--- config.mk ---
export PLATFORM = sky130hd
export DESIGN_NAME = tcw_cursor
export DESIGN_NICKNAME = d
export VERILOG_FILES = /design/src/hw/rtl/tcw_pkg.sv /design/src/hw/rtl/tcw_cursor.sv
export SDC_FILE = /design/constraint.sdc
export NUM_CORES = 1
export LEC_CHECK = 0
export BUFFER_PORTS_ARGS = -buffer_cell sky130_fd_sc_hd__buf_2
export CAP_MARGIN = 20
export CORE_MARGIN = 2
export CORE_UTILIZATION = 25
export DETAILED_ROUTE_END_ITERATION = 8
export SLEW_MARGIN = 5
export SYNTH_ARGS = -nofsm -noshare
export SYNTH_HDL_FRONTEND = slang
export SYNTH_SLANG_ARGS = --single-unit
--- constraint.sdc ---
create_clock -name clock -period 6.4 [get_ports clock]
set_input_delay 1.92 -clock clock [delete_from_list [all_inputs] [get_ports clock]]
set_output_delay 1.92 -clock clock [all_outputs]
set_load 0.01 [all_outputs]
--- src/hw/rtl/tcw_pkg.sv ---
// ----------------------------------------------------------------------------
// tcw_pkg: shared definitions for the text console character writer
// Default geometry, character codes, command and register codes, and the
// control structures passed between the core and the cursor unit.
// ----------------------------------------------------------------------------
package tcw_pkg;

   localparam int COLS_DEFAULT = 80;
   localparam int ROWS_DEFAULT = 25;

   localparam logic [7:0] CHAR_NEWLINE   = 8'h0A;
   localparam logic [7:0] CHAR_RETURN    = 8'h0D;
   localparam logic [7:0] CHAR_PRINT_LOW = 8'h20;

   localparam logic CMD_PUT  = 1'b0;
   localparam logic CMD_READ = 1'b1;

   // Register select, taken from bit 2 of the byte address.
   localparam logic REG_TEXT_COLOR = 1'b0;
   localparam logic REG_BACK_COLOR = 1'b1;

   localparam logic [3:0] TEXT_COLOR_RESET = 4'd2;
   localparam logic [3:0] BACK_COLOR_RESET = 4'd0;

   // Cursor operations requested by the core.
   localparam logic [1:0] OP_NONE    = 2'd0;
   localparam logic [1:0] OP_NEWLINE = 2'd1;
   localparam logic [1:0] OP_RETURN  = 2'd2;
   localparam logic [1:0] OP_PRINT   = 2'd3;

   typedef struct packed {
      logic       commit;
      logic [1:0] op;
   } cur_ctl_type;

   typedef struct packed {
      logic scroll;
   } cur_stat_type;

endpackage

--- src/hw/rtl/tcw_cursor.sv ---
// ----------------------------------------------------------------------------
// tcw_cursor: cursor tracking unit
// Holds the linear cursor with its column and row start, plans the move for
// the pending operation and applies it on commit.
// ----------------------------------------------------------------------------
module tcw_cursor #(
   parameter int COLS = tcw_pkg::COLS_DEFAULT,
   parameter int ROWS = tcw_pkg::ROWS_DEFAULT,
   localparam int CELLS = COLS * ROWS,
   localparam int CW = $clog2(CELLS + 1),
   localparam int AW = $clog2(CELLS)
) (
   input  logic                  clock,
   input  logic                  reset,
   input  tcw_pkg::cur_ctl_type  ctl,
   output tcw_pkg::cur_stat_type stat,
   output logic [CW-1:0]         cursor,
   output logic [AW-1:0]         wr_addr
);
   import tcw_pkg::*;

   localparam int COLW = $clog2(COLS);

   logic [CW-1:0]   cursor_ff, cursor_in;
   logic [CW-1:0]   base_ff, base_in;
   logic [COLW-1:0] col_ff, col_in;
   logic [CW:0]     nl_sum;
   logic            nl_over;
   logic            at_end;
   logic            scroll;

   assign nl_sum  = {1'b0, cursor_ff} + (CW + 1)'(COLS);
   assign nl_over = nl_sum > (CW + 1)'(CELLS);
   assign at_end  = cursor_ff == CW'(CELLS);

   always_comb begin
      cursor_in = cursor_ff;
      base_in   = base_ff;
      col_in    = col_ff;
      scroll    = 1'b0;
      wr_addr   = cursor_ff[AW-1:0];
      case (ctl.op)
         OP_NEWLINE: begin
            scroll = nl_over;
            if (!nl_over) begin
               base_in = base_ff + CW'(COLS);
            end
            cursor_in = base_in;
            col_in    = '0;
         end
         OP_RETURN: begin
            cursor_in = base_ff;
            col_in    = '0;
         end
         OP_PRINT: begin
            if (at_end) begin
               // The last row is vacated by the scroll; write its first cell.
               scroll    = 1'b1;
               wr_addr   = AW'(CELLS - COLS);
               base_in   = CW'(CELLS - COLS);
               cursor_in = CW'(CELLS - COLS + 1);
               col_in    = COLW'(1);
            end else begin
               cursor_in = cursor_ff + CW'(1);
               if (col_ff == COLW'(COLS - 1)) begin
                  col_in  = '0;
                  base_in = base_ff + CW'(COLS);
               end else begin
                  col_in = col_ff + COLW'(1);
               end
            end
         end
         default: begin
            scroll = 1'b0;
         end
      endcase
   end

   always_ff @(posedge clock) begin
      if (reset) begin
         cursor_ff <= '0;
         base_ff   <= '0;
         col_ff    <= '0;
      end else if (ctl.commit) begin
         cursor_ff <= cursor_in;
         base_ff   <= base_in;
         col_ff    <= col_in;
      end
   end

   assign stat.scroll = scroll;
   assign cursor      = cursor_ff;

   // The cursor never passes the screen end.
   a_cursor_bound: assert property (@(posedge clock) disable iff (reset)
      cursor_ff <= CW'(CELLS))
      else $error("cursor past screen end");

   // Row start plus column always gives the linear cursor.
   a_cursor_split: assert property (@(posedge clock) disable iff (reset)
      cursor_ff == base_ff + CW'(col_ff))
      else $error("cursor split inconsistent");

   // The column stays inside one row.
   a_col_bound: assert property (@(posedge clock) disable iff (reset)
      col_ff <= COLW'(COLS - 1))
      else $error("column past row end");

endmodule

== Word-level counts from Yosys, hierarchy flattened ==
Cells that the tools add are included.
Operators by class
  $add $sub $neg: 4
  magnitude comparators: 1
  equal/unequal tests: 6
  mux-type cells: 13
  reduce and logical (&&, ||, !) cells: 7
Operators by type and width (count)
  11-bit 2-to-1 mux: 6
  11-bit case mux with 3 select lines: 1
  11-bit case mux with 2 select lines: 1
  7-bit 2-to-1 mux: 2
  7-bit case mux with 2 select lines: 1
  11-bit by 7-bit adder with 12-bit output (second input constant): 1
  12-bit by 11-bit greater-than comparator with 1-bit output (second input constant): 1
  11-bit by 1-bit adder with 11-bit output (second input constant): 1
  11-bit by 7-bit adder with 11-bit output (second input constant): 1
  11-bit equality test (second input constant): 1
  7-bit by 1-bit adder with 7-bit output (second input constant): 1
  7-bit equality test (second input constant): 1
  2-bit equality test (second input constant): 2
  2-bit AND reduction: 2
  2-bit nonzero test: 2
  3-bit != test (second input constant): 1
  3-bit AND reduction: 1
  3-bit nonzero test: 1
  2-bit by 1-bit equality test with 1-bit output (second input constant): 1
  1-bit case mux with 2 select lines: 1
  2-bit OR reduction: 1
  1-bit 2-to-1 mux: 1
Storage, ports and cells
  flip-flop bits (word level): 29
  bits of input ports: 5
  output and inout port bits: 23
  word-level logic and storage cells: 34

== Depth between registers and ports, before layout ==
  depth in word-level cells: 4
  gate-level depth with buffers: 8
  depth with buffers taken out: 7

== Worst setup path before layout ==
OpenSTA, ideal clock, no wires.
  path kind: input -> output
  start: in ctl[0] in the netlist's numbering
  end: out wr_addr[4]
  data arrival time: 2866 ps
  data required time: 4480 ps
  path slack: 1614 ps
  stages on the path: 4
  path buffers: 1
  cell sequence: buf_6 -> nand2_1 -> nor4_1 -> nor2b_1
Between the ends
  word-level cells in the longest chain between the ends: 2
Ends and longest elaborated chain
  start, declared: RTL line tcw_cursor.sv:15  | input tcw_pkg::cur_ctl_type ctl,
  2-bit equality test: RTL line tcw_cursor.sv:42  | case (ctl.op)
  11-bit 2-to-1 mux: RTL line tcw_cursor.sv:42
  end, declared: RTL line tcw_cursor.sv:18  | output logic [AW-1:0] wr_addr
Every way passes these cells.

== Worst setup path in the final report ==
  start: in ctl[1] in the netlist's numbering
  end: out wr_addr[6]
Same word-level chain as after synthesis.

==> results.cfg <==
[sta]
skew_ns = 0.00673
period_share_pct = 83.0
slew_viol_final = 0
min_period_ns = 5.31
worst_pin_slew_ns = 1.03
hold_violations = 0
setup_tns_ns = 0
slew_headroom_pct = 30.6
whs_ns = 0.475
setup_viol = 0
timing.fmax_mhz = 188
rsz0062_at_grt = false

[clocking]
cts_buffer_depth = 2
path_clk_slew_ns = 0.09
cts-root-buf = clkbuf_8
h-tree-depth = 1
cts_inserted_buffers = 3
insertion_delay_ns = 0.28
ctsHoldBuffers = 0
post_cts_buffers = 0
cts_tree = built
cts_resized = 0
cts.sinks = 25

[hold_path]
min_to = col_ff[1]
min_path_type = reg2reg
hold_path_depth = 2
hold_start = col_ff[1]

[layout]
nFillCells = 789
final_cell_area_um2 = 2040
diodes = 0
post_layout_nonfiller_instances = 358
nNetsFinal = 269
multi_input_area_um2 = 1190
syn_to_final_growth_pct = 10.6
drive_gt1_share_pct = 14.3
seq_area_um2 = 500

[synthesis]
synth_fp_nets = 259
yosysMostFrequentCell = nor2_1
ys_ff_latch = 25
avgSynthCellArea_um2 = 7.37
synth_top_family_by_area = simple AND/OR/NAND/NOR gates
synth_top_area_share_pct = 27.2
synthCells = 250
synth_xor_area_share_pct = 1.43
yosys.area_share.simple_pct = 30.7
ys_seq_area_share_pct = 27.2
synth_edf_count = 0
synth_area_leaders = dfxtp_1 27%, nor2_1 6.1%, o21ai_0 4.3%
synthesis.area_um2 = 1840
yosys-top-cells-count = 30 x nor2_1, 25 x dfxtp_1, 18 x clkbuf_1, 17 x nand2_1, 16 x o21ai_0
async_flop_share_pct = 0
synth_ff_type = dfxtp_1
synth_compound_area_share_pct = 29.4
yosysUniqueCellTypes = 55
synthAdderAreaFrac_pct = 2.72
synth_mux_area_share_pct = 0.611
ys_warn_count = 0
synth_area_leader_cell = dfxtp_1

[global_routing]
antenna_found_initial = 0
grt.overflow.total = 0
grt_util_all_layers_pct = 13.4
grt_pass1_vias = 1744
grt_pass1_wl_mm = 9.05
grt_max_degree = 30

[pwr]
p_leak_nw = 0.750
power_density_nw_per_um2 = 159
peakVddDrop_uv = 90.4
finalPower_mw = 0.324

[route]
wl_per_cell_um = 15.2
post-route-drc-count = 0
wirelength_mm = 5.44
via_per_inst = 5.53
drt-initial-drc-count = 139
dr_total_vias = 1980
postRouteAntennaNets = 0
dr.pass1.iters = 5

[place]
portBuffers = 27
place_area_um2 = 1990
placedCellCount = 354
dp_hpwl_mm = 3.85
place.gp.congestion = 0.926

[critical_path]
crit_fanout = 22
reg2reg_from = cursor[0]
cp_cell_sequence = buf_2 -> nand2_1 -> nor4_1 -> buf_4 -> nor2b_1 -> buf_2
cp.required_ns = 4.48
path_class = in2out
critPathLaunchType = primary input
worstPathArrival_ns = 3.39
r2r_slack_ns = 3.56
rr_worst_depth = 7
cp_top_family = simple AND/OR/NAND/NOR gates
crit_cells = 6
cpMostUsedCell = buf_2
crit_slowest_cell = nor4_1
cp-end-kind = primary output
reg2reg_to = base_ff[5]
slowest_delay_ns = 0.51
path_buf_inv = 3

[floorplanning]
initial_core_util_pct = 25.7
fp.dieW_um = 89.8
io_pins = 28
die_h_um = 89.8
rows = 31
die-area_um2 = 8070
core-area_um2 = 7180

[status]
outcome = finished, final reports clean

[flow_run]
drv_cap = 0
==> per-layer routing <==
| metal | part of all wire (%) | global-route usage (%) | up-vias |
|---|---|---|---|
| met2 | 44 | 21.2 | 88 |
| met1 | 48 | 18.8 | 917 |
| met4 | 1.4 | 3.21 | 0 |
| met3 | 7.5 | 2.68 | 9 |
| met5 | 0 | 0 | - |
| li1 | - | - | 966 |
==> sequential cells by signal, indices dropped and copies added (netlist names) <==
name / cells
col_ff: 7
cursor: 11
base_ff: 7
==> cell usage in the layout (no fill, tap or decap), drive strengths merged, types with 3 or more instances in the layout <==
cell type,count
a211oi,4
a21oi,15
a22oi,3
a311oi,4
a31oi,11
a41oi,3
buf,30
clkbuf,4
dfxtp,25
ha,4
inv,4
nand2,17
nand3,11
nor2,30
nor2b,6
nor3,13
nor4,7
nor4b,7
o21ai,17
o31ai,3
==> cell families (layout without fill, tap and decap cells) <==
| group | after synthesis | in the layout |
|---|---|---|
| AOI/OAI and AO/OA | 81 | 81 |
| adders and majority gates | 4 | 4 |
| DFF | 25 | 25 |
| muxes | 1 | 1 |
| and+or+nand+nor | 107 | 107 |
| xor gates and xnor gates | 3 | 3 |
| buffers and inverters | 29 | 38 |
==> metrics by stage <==
stage / util (%) / setup slack [ns]
CTS: 28.4 / 1.09
global placement: 27.8 / 1.12
floorplan: - / 1.61
global route: 28.4 / 0.935
detailed placement: 27.8 / 1.08
finish: 28.4 / 1.09
==> worst max-delay path by stage <==
stage | startpoint | to
after CTS | ctl[1] | wr_addr[6]
after detailed placement | ctl[1] | wr_addr[6]
after global placement | ctl[1] | wr_addr[6]
after global routing | ctl[1] | wr_addr[4]
after floorplan | ctl[0] | wr_addr[4]
final | ctl[1] | wr_addr[6]
==> power by group <==
part,internal [mW],switching [mW],total [mW],leakage [nW]
logic,0.0211,0.0350,0.0561,0.524
clock network,0.0447,0.0531,0.0978,0.0228
registers,0.160,0.00969,0.170,0.203
total,0.226,0.0978,0.324,0.750
==> worst register-to-register path: stages, from the launching register on <==
cell and delay [ns]:
dfxtp_1 0.38, inv_1 0.12, ha_1 0.16, nor4b_1 0.71, a21oi_1 0.50, mux2_2 0.40, a221oi_1 0.34, nor3_1 0.10
==> final cells by class <==
class | instances | area share (%)
tap | 99 | 6.08
multi-input combinational | 196 | 58.7
inverter | 4 | 0.737
sequential | 25 | 24.6
clock buffer | 4 | 2.21
timing repair buffer | 30 | 7.74
Note: power is estimated with default switching activity, not from simulation.
